==> src/sv/i2cms_pkg.sv <==
`default_nettype none

package i2cms_pkg;

   localparam int unsigned BITS_PER_BYTE = 8;

   // Phase at which a write releases SDA for the acknowledge, and at which a
   // read drives its own acknowledge.
   localparam logic [4:0] WRITE_ACK_PHASE = 5'(3 * BITS_PER_BYTE);
   localparam logic [4:0] READ_ACK_PHASE  = 5'(2 * BITS_PER_BYTE);

   typedef enum logic [1:0] {
      OP_START = 2'd0,
      OP_STOP  = 2'd1,
      OP_WRITE = 2'd2,
      OP_READ  = 2'd3
   } opcode_type;

   typedef struct packed {
      logic                     command_valid;
      opcode_type               opcode;
      logic [BITS_PER_BYTE-1:0] write_byte;
      logic                     send_ack;
      logic                     sda_line;
   } req_type;

   typedef struct packed {
      logic                     scl_level;
      logic                     sda_release;
      logic                     busy_res;
      logic                     done_res;
      logic [BITS_PER_BYTE-1:0] read_byte;
      logic                     nack_seen;
   } rsp_type;

   typedef struct packed {
      logic busy;
      logic scl;
      logic sda;
   } status_type;

endpackage

`default_nettype wire

==> src/sv/i2c_master_bit_sequencer.sv <==
// I2C master bit sequencer.
// Each item on the req_ channel is one bit-period tick: it carries the sampled
// SDA level and, optionally, a start, stop, write-byte or read-byte command.
// A command is taken only on a tick at which the engine is idle; otherwise it
// is ignored and the running command carries on.
// Every accepted item yields exactly one item on the rsp_ channel with the SCL
// level, the open-drain SDA drive (1 releases the line), busy and done flags,
// the last byte read and the acknowledge seen by the last write.
// The result of an accepted item is registered and is valid in the cycle after
// it is accepted. One item is taken per cycle unless the receiver stalls; the
// tick logic is a single pass between the engine state and the result register.
// If the receiver stalls, the result register holds its item and req_ready
// falls, so no tick is taken until the result is collected.
// After reset the engine is idle, both lines are released and no result is
// pending.
`default_nettype none

module i2c_master_bit_sequencer (
   input  wire                clock,
   input  wire                reset,
   input  wire                req_valid,
   output logic               req_ready,
   input  i2cms_pkg::req_type req_data,
   output logic               rsp_valid,
   input  wire                rsp_ready,
   output i2cms_pkg::rsp_type rsp_data
);

   logic                  req_fire;
   i2cms_pkg::rsp_type    step_rsp;
   i2cms_pkg::status_type status;

   assign req_fire = req_valid && req_ready;

   i2cms_engine u_engine (
      .clock  (clock),
      .reset  (reset),
      .step   (req_fire),
      .req    (req_data),
      .rsp    (step_rsp),
      .status (status)
   );

   i2cms_out_reg u_out_reg (
      .clock     (clock),
      .reset     (reset),
      .load      (req_fire),
      .load_data (step_rsp),
      .up_ready  (req_ready),
      .rsp_valid (rsp_valid),
      .rsp_ready (rsp_ready),
      .rsp_data  (rsp_data)
   );

   a_fire_gives_result: assert property (@(posedge clock) disable iff (reset)
      req_fire |=> rsp_valid)
      else $error("accepted item produced no result");

   a_done_is_busy: assert property (@(posedge clock) disable iff (reset)
      rsp_valid && rsp_data.done_res |-> rsp_data.busy_res)
      else $error("done without busy");

   a_idle_keeps_lines: assert property (@(posedge clock) disable iff (reset)
      req_fire && !status.busy && !req_data.command_valid |=>
         !rsp_data.busy_res && rsp_data.scl_level == $past(status.scl) &&
         rsp_data.sda_release == $past(status.sda))
      else $error("idle tick changed the bus lines");

   a_done_ends_busy: assert property (@(posedge clock) disable iff (reset)
      req_fire && step_rsp.done_res |=> !status.busy)
      else $error("engine still busy after last tick");

endmodule

`default_nettype wire

==> src/sv/i2cms_engine.sv <==
`default_nettype none

module i2cms_engine (
   input  wire                   clock,
   input  wire                   reset,
   input  wire                   step,
   input  i2cms_pkg::req_type    req,
   output i2cms_pkg::rsp_type    rsp,
   output i2cms_pkg::status_type status
);

   localparam int unsigned BW = i2cms_pkg::BITS_PER_BYTE;

   i2cms_pkg::opcode_type cmd_ff, cmd_in;
   logic [4:0]    phase_ff, phase_in;
   logic [1:0]    sub_ff, sub_in;
   logic [BW-1:0] shift_ff, shift_in;
   logic          busy_ff, busy_in;
   logic          ack_ff, ack_in;
   logic          nack_ff, nack_in;
   logic [BW-1:0] rres_ff, rres_in;
   logic          scl_ff, scl_in;
   logic          sda_ff, sda_in;

   always_comb begin
      i2cms_pkg::opcode_type cmd;
      logic [4:0]    ph;
      logic [1:0]    sb;
      logic [BW-1:0] sh;
      logic          bz;
      logic          ak;
      logic          last;
      logic          scl_low_after;
      logic          sda_free_after;

      cmd            = cmd_ff;
      ph             = phase_ff;
      sb             = sub_ff;
      sh             = shift_ff;
      bz             = busy_ff;
      ak             = ack_ff;
      last           = 1'b0;
      scl_low_after  = 1'b0;
      sda_free_after = 1'b0;
      nack_in        = nack_ff;
      rres_in        = rres_ff;
      scl_in         = scl_ff;
      sda_in         = sda_ff;

      // A command is taken only while the engine is idle; it runs its first
      // phase on the same tick.
      if (!busy_ff && req.command_valid) begin
         cmd = req.opcode;
         ph  = '0;
         sb  = '0;
         bz  = 1'b1;
         if (req.opcode == i2cms_pkg::OP_WRITE) begin
            sh = req.write_byte;
         end
         if (req.opcode == i2cms_pkg::OP_READ) begin
            ak = req.send_ack;
            sh = '0;
         end
      end

      if (bz) begin
         unique case (cmd)
            i2cms_pkg::OP_START: begin
               if (ph == 5'd0) begin
                  sda_in = 1'b1;
                  scl_in = 1'b1;
               end else if (ph == 5'd1) begin
                  sda_in = 1'b0;
               end else begin
                  scl_in = 1'b0;
                  last   = 1'b1;
               end
            end
            i2cms_pkg::OP_STOP: begin
               if (ph == 5'd0) begin
                  sda_in = 1'b0;
               end else if (ph == 5'd1) begin
                  scl_in = 1'b1;
               end else begin
                  sda_in = 1'b1;
                  last   = 1'b1;
               end
            end
            i2cms_pkg::OP_WRITE: begin
               // sub_ff tracks the position within each three-tick bit.
               if (ph < i2cms_pkg::WRITE_ACK_PHASE) begin
                  if (sb == 2'd0) begin
                     sda_in = sh[BW-1];
                     sh     = {sh[BW-2:0], 1'b0};
                  end else if (sb == 2'd1) begin
                     scl_in = 1'b1;
                  end else begin
                     scl_in = 1'b0;
                  end
               end else if (ph == i2cms_pkg::WRITE_ACK_PHASE) begin
                  sda_in = 1'b1;
               end else begin
                  scl_in        = 1'b1;
                  nack_in       = req.sda_line;
                  last          = 1'b1;
                  scl_low_after = 1'b1;
               end
            end
            i2cms_pkg::OP_READ: begin
               if (ph < i2cms_pkg::READ_ACK_PHASE) begin
                  if (!ph[0]) begin
                     sda_in = 1'b1;
                     scl_in = 1'b1;
                     sh     = {sh[BW-2:0], req.sda_line};
                  end else begin
                     scl_in = 1'b0;
                  end
               end else begin
                  sda_in         = !ak;
                  scl_in         = 1'b1;
                  rres_in        = sh;
                  last           = 1'b1;
                  scl_low_after  = 1'b1;
                  sda_free_after = 1'b1;
               end
            end
            default: ;
         endcase
      end

      rsp.scl_level   = scl_in;
      rsp.sda_release = sda_in;
      rsp.busy_res    = bz;
      rsp.done_res    = last;
      rsp.read_byte   = rres_in;
      rsp.nack_seen   = nack_in;

      if (bz) begin
         if (scl_low_after) begin
            scl_in = 1'b0;
         end
         if (sda_free_after) begin
            sda_in = 1'b1;
         end
         if (last) begin
            bz = 1'b0;
            ph = '0;
         end else begin
            ph = ph + 5'd1;
         end
         sb = (sb == 2'd2) ? 2'd0 : sb + 2'd1;
      end

      cmd_in   = cmd;
      phase_in = ph;
      sub_in   = sb;
      shift_in = sh;
      busy_in  = bz;
      ack_in   = ak;
   end

   always_ff @(posedge clock) begin
      if (reset) begin
         cmd_ff   <= i2cms_pkg::OP_START;
         phase_ff <= '0;
         sub_ff   <= '0;
         shift_ff <= '0;
         busy_ff  <= 1'b0;
         ack_ff   <= 1'b0;
         nack_ff  <= 1'b0;
         rres_ff  <= '0;
         scl_ff   <= 1'b1;
         sda_ff   <= 1'b1;
      end else if (step) begin
         cmd_ff   <= cmd_in;
         phase_ff <= phase_in;
         sub_ff   <= sub_in;
         shift_ff <= shift_in;
         busy_ff  <= busy_in;
         ack_ff   <= ack_in;
         nack_ff  <= nack_in;
         rres_ff  <= rres_in;
         scl_ff   <= scl_in;
         sda_ff   <= sda_in;
      end
   end

   assign status.busy = busy_ff;
   assign status.scl  = scl_ff;
   assign status.sda  = sda_ff;

endmodule

`default_nettype wire

==> src/sv/i2cms_out_reg.sv <==
`default_nettype none

module i2cms_out_reg (
   input  wire                clock,
   input  wire                reset,
   input  wire                load,
   input  i2cms_pkg::rsp_type load_data,
   output logic               up_ready,
   output logic               rsp_valid,
   input  wire                rsp_ready,
   output i2cms_pkg::rsp_type rsp_data
);

   logic               valid_ff, valid_in;
   i2cms_pkg::rsp_type data_ff;

   // The register may be refilled in the same cycle as its item leaves.
   assign up_ready = !valid_ff || rsp_ready;
   assign valid_in = load || (valid_ff && !rsp_ready);

   always_ff @(posedge clock) begin
      if (reset) begin
         valid_ff <= 1'b0;
      end else begin
         valid_ff <= valid_in;
      end
   end

   always_ff @(posedge clock) begin
      if (load) begin
         data_ff <= load_data;
      end
   end

   assign rsp_valid = valid_ff;
   assign rsp_data  = data_ff;

endmodule

`default_nettype wire

==> config.mk <==
export PLATFORM = sky130hd
export DESIGN_NAME = i2c_master_bit_sequencer
export DESIGN_NICKNAME = d
export VERILOG_FILES = /design/src/sv/i2cms_pkg.sv /design/src/sv/i2c_master_bit_sequencer.sv /design/src/sv/i2cms_engine.sv /design/src/sv/i2cms_out_reg.sv
export SDC_FILE = /design/constraint.sdc
export NUM_CORES = 1
export LEC_CHECK = 0
export BUFFER_PORTS_ARGS = -buffer_cell sky130_fd_sc_hd__buf_2
export CAP_MARGIN = 10
export CORE_AREA = 2 2 73 68
export DETAILED_ROUTE_END_ITERATION = 16
export DIE_AREA = 0 0 75 70
export PLACE_DENSITY = 0.88
export SETUP_SLACK_MARGIN = 0.15
export SYNTH_ARGS = -nofsm -noshare
export SYNTH_HDL_FRONTEND = slang
export SYNTH_SLANG_ARGS = --single-unit
==> constraint.sdc <==
create_clock -name clock -period 2.9 [get_ports clock]
set_clock_uncertainty 0.2 [all_clocks]
set_input_delay 0.29 -clock clock [delete_from_list [all_inputs] [get_ports clock]]
set_output_delay 0.29 -clock clock [all_outputs]
set_load 0.05 [all_outputs]
### Yosys cells after proc, flatten, opt, wreduce, memory -nomap -nowiden

Cells that the tools add are included.

| cells by class | value |
|---|---|
| add/sub/neg operators | 2 |
| $mul | 0 |
| divide/modulo/power cells | 0 |
| order comparisons | 2 |
| equality and inequality tests | 9 |
| shift operators | 0 |
| mux-type cells | 66 |
| bitwise logic cells | 0 |
| reductions and logical operators | 13 |

Operators by type and width:

| cell | number |
|---|---|
| $mux W8 | 11 |
| $mux W1 | 43 |
| $pmux W8 S2 | 1 |
| $mux W5 | 3 |
| $eq A2 B2 Y1 const B | 5 |
| $lt A5 B5 Y1 const B | 2 |
| $mux W2 | 4 |
| $pmux W1 S4 | 2 |
| $add A5 B1 Y5 const B | 1 |
| $eq A5 B1 Y1 const B | 1 |
| $eq A5 B5 Y1 const B | 1 |
| $logic_not A5 Y1 | 1 |
| $eq A2 B1 Y1 const B | 2 |
| $logic_not A1 Y1 | 4 |
| $logic_not A2 Y1 | 2 |
| $logic_and A1 B1 Y1 | 3 |
| $pmux W1 S3 | 1 |
| $add A2 B1 Y2 const B | 1 |
| $logic_or A1 B1 Y1 | 2 |
| $pmux W1 S2 | 1 |
| $reduce_or A2 Y1 | 1 |

| word-level totals | value |
|---|---|
| flip-flop bits (word level) | 44 |
| latch bits | 0 |
| memory bits (writable) | 0 |
| ROM bits | 0 |
| bits of input ports | 17 |
| output and inout bits | 15 |
| word-level logic and storage cells | 109 |
| memories | 0 |

### Depth between registers and ports, before layout

| logic depth | value |
|---|---|
| word-level depth | 11 |
| depth in mapped cells | 11 |

### By module

From an unflattened synthesis, not the netlist that was laid out.

| unflattened totals | value |
|---|---|
| cell total of the unflattened synthesis | 289 |
| area total of the unflattened synthesis | 2,572.5 um2 |

By module, submodules not included:

| module | instances | cells an instance | area each (um2) | sequential area each (um2) |
|---|---|---|---|---|
| i2cms_engine | 1 | 271 | 2,129.5 | 600.6 |
| i2cms_out_reg | 1 | 17 | 436.7 | 410.4 |
| i2c_master_bit_sequencer | 1 | 1 | 6.3 | 0.0 |

### Worst setup path after synthesis

OpenSTA, ideal clock, no wires.

| timing | value |
|---|---|
| kind | register -> register |
| start | register u_engine.busy_ff |
| end | register u_engine.nack_ff |
| library setup time | 0.115 ns |
| arrival | 2.297 ns |
| required time | 2.585 ns |
| path slack | 0.288 ns |
| cell stages (with the launch flop) | 10 |
| path buffers | 2 |
| period minus slack after synthesis | 2.612 ns |
| path through | dfxtp_1 > buf_4 > nand2b_2 > clkbuf_1 > nand2_1 > ha_1 > a21boi_1 > or4_4 > mux2_4 > o21a_1 |

RTL lines:

| item | RTL line | RTL |
|---|---|---|
| start, declared | i2cms_engine.sv:18 | `logic busy_ff, busy_in;` |
| start signal, assigned | i2cms_engine.sv:179 | `busy_ff <= busy_in;` |
| end signal, assigned | i2cms_engine.sv:181 | `nack_ff <= nack_in;` |
| end, declared | i2cms_engine.sv:20 | `logic nack_ff, nack_in;` |

==> results_dict.tcl <==
set metrics [dict create \
    status "finished, final reports clean" \
    drive_above_1_share_pct 17.1 \
    ant_nets 0 \
    drt_iter0_markers 210 \
    path_buf_inv 0 \
    yosys.area_share.xor_xnor_pct 0.703 \
    start_util_pct 54.2 \
    rows 24 \
    rr_startpoint "u_engine.busy_ff" \
    grt_pass1_wl_um 10400 \
    die_h_um 70 \
    finalWirelength_um 6310 \
    ys_top_cells_by_count "42 x nand2_1, 31 x dfxtp_1, 24 x nor2_1, 19 x o21ai_0, 18 x a21oi_1" \
    via_per_inst 6.11 \
    grt_overflow 0 \
    clk_latency_ps 300 \
    cp-startpoint "u_engine.busy_ff" \
    slew_violations 0 \
    wl_per_cell_um 16.1 \
    p_per_area_nw_per_um2 496 \
    cts_resized 0 \
    hold_path.class "input port to flop" \
    post_cts_buffers 0 \
    ys_ff_latch 44 \
    cp-end-kind "flop" \
    cp_max_fo 7 \
    grt_max_degree 31 \
    gp_congestion 0.923 \
    grt_pass1_vias 2249 \
    io_pins 32 \
    cts_buffer_depth 2 \
    vias 2396 \
    cts-root-buf "clkbuf_8" \
    yosysTopAreaCell "dfxtp_1" \
    cts_sinks 44 \
    port_buffers 31 \
    nFillCells 408 \
    synth_top_family_by_area "compound AO/OA/AOI/OAI gates" \
    syn_area_um2 2490 \
    setup_tns_ps 0 \
    synthMostInstantiatedCell "nand2_1" \
    r2r_cells 7 \
    max_stage_delay_ps 510 \
    fp.coreArea_um2 4590 \
    clk_pin_slew_worst_paths_ps 90 \
    dieWidth_um 75 \
    place_hpwl_um 4470 \
    cts_tree "built" \
    synth_flop_cell "dfxtp_1" \
    reg2reg_slack_ps 480 \
    relSlewSlack_pct 56.2 \
    fmax_mhz 412 \
    synth.top_cell.area_share_pct 24.9 \
    synth_edf_count 13 \
    start_kind "flop" \
    route.detailed.drc 0 \
    ys_warn_count 0 \
    setup_viol 0 \
    die_area_um2 5250 \
    path_cells "nand2b_2 > nand2_1 > ha_1 > a21boi_1 > or4_4 > mux2_4 > o21a_1" \
    crit_required_ps 2900 \
    reg2reg_to "u_engine.nack_ff" \
    critPathTopFamily "simple AND/OR/NAND/NOR gates" \
    synth_fp_nets 317 \
    power.leakage_nw 1.08 \
    cts_buffers 5 \
    diodes 0 \
    area_growth_pct 13.4 \
    synth_mux_area_share_pct 4.32 \
    synthSimpleGateAreaFrac_pct 22.4 \
    finalCritPeriodShare_pct 83.6 \
    avgSynthCellArea_um2 8.39 \
    critPathKind "flop to flop" \
    synth_cells 297 \
    firstDrtPassIters 5 \
    synth_area_leaders "dfxtp_1 25%, edfxtp_1 16%, nand2_1 6.3%" \
    instances_no_fill 392 \
    tightest_slew_ps 655 \
    cap_violations 0 \
    min_from "req_data[1]" \
    hold_buffers 0 \
    finalHoldViolations 0 \
    synth_compound_area_share_pct 25.2 \
    ir_drop_uv 255 \
    period_minus_slack_ps 2420 \
    grt_setup_unrepaired "no" \
    antenna_found_initial 0 \
    slowest_stage "or4_4" \
    nets 346 \
    synth_fa_ha_area_share_pct 1.51 \
    h-tree-depth 2 \
    synth-async-reset-ratio_pct 0 \
    ys_types 57 \
    place_inst 384 \
    cp.arrival_ps 2430 \
    seq_area_frac_synth_pct 40.6 \
    worstHoldEndpoint "u_engine.ack_ff" \
    grt_use_total_pct 25.4 \
    min_path_cells 3 \
]
[layout by cell type (no fill, tap or decap), types with 4 or more instances in the layout]
| cell | instances |
|---|---|
| nor2_1 | 24 |
| a21oi_1 | 18 |
| nand2_1 | 42 |
| buf_4 | 9 |
| o21ai_0 | 19 |
| nor3b_1 | 5 |
| nor3_1 | 7 |
| dfxtp_1 | 31 |
| o211ai_1 | 4 |
| a211oi_1 | 11 |
| a41oi_1 | 4 |
| a311oi_1 | 6 |
| edfxtp_1 | 13 |
| a31oi_1 | 6 |
| buf_2 | 31 |
| mux2i_1 | 7 |
| nand3_1 | 4 |
| nor2b_1 | 7 |
| nand2b_1 | 5 |
| clkbuf_8 | 5 |
| inv_1 | 13 |
[worst reg2reg max path: stages (launching register included)]
cell and delay [ps]:
dfxtp_1 450, nand2b_2 180, nand2_1 90, ha_1 250, a21boi_1 170, or4_4 510
mux2_4 310, o21a_1 160
[through the flow]
step	total power, mW	worst slack [ps]	utilization [%]	instance area (um2)	hold WS, ps
2_1_floorplan	0.868	288	-	2490	219
3_3_place_gp	0.938	555	59.2	2720	242
3_5_place_dp	0.943	504	59.2	2720	249
4_1_cts	1.40	499	61.5	2830	49.2
5_1_grt	1.45	300	61.5	2830	47.9
6_report	1.40	475	61.5	2830	49.5
[power breakdown]
| part | switching [mW] | total [mW] | internal (mW) | leakage [nW] |
|---|---|---|---|---|
| sequential | 0.0174 | 0.678 | 0.660 | 0.381 |
| clock | 0.213 | 0.468 | 0.256 | 0.0552 |
| combinational | 0.177 | 0.256 | 0.0797 | 0.646 |
| total | 0.407 | 1.40 | 0.996 | 1.08 |
[registers in the layout (all words and copies together), names as in the netlist, 2 cells and up]
name,count
u_out_reg.rsp_data,13
u_engine.shift_ff,8
u_engine.cmd_ff,2
u_engine.sub_ff,2
u_engine.rres_ff,8
u_engine.phase_ff,5
[metal layers]
layer  track usage (%)  wire length [um]  vias to the layer above
met3              4.76               512                       19
met4              9.92               158                        0
li1                  -                 -                     1156
met5                 0                 0                        -
met1              34.6              2740                     1101
met2              39.2              2890                      120
[cell families after synthesis]
logic type,after synthesis
AOI/OAI and AO/OA,93
adders and majority gates,3
buffers and inverters,33
xor gates and xnor gates,2
and+or+nand+nor,112
DFF,44
muxes,10
[how the worst max path moves through the flow]
stage                                       to  depth (start not counted)  slack (ps)
after detailed placement      u_engine.nack_ff                          7         500
after floorplan               u_engine.nack_ff                          9         290
after global placement        u_engine.nack_ff                          7         560
final                         u_engine.nack_ff                          7         480
after global routing      u_engine.shift_ff[3]                          5         300
after CTS                     u_engine.nack_ff                          7         500
[final cells by class]
class                           count  area [um2]  area share (%)
Tap cell                           65        81.3            2.88
Inverter                           15        56.3            1.99
Sequential cell                    44        1010            35.8
Multi-Input combinational cell    220        1350            47.7
Clock buffer                        6        72.6            2.57
Clock inverter                      2        35.0            1.24
Timing Repair Buffer               40         223            7.88
No activity file was read; power rests on OpenSTA's default activity.
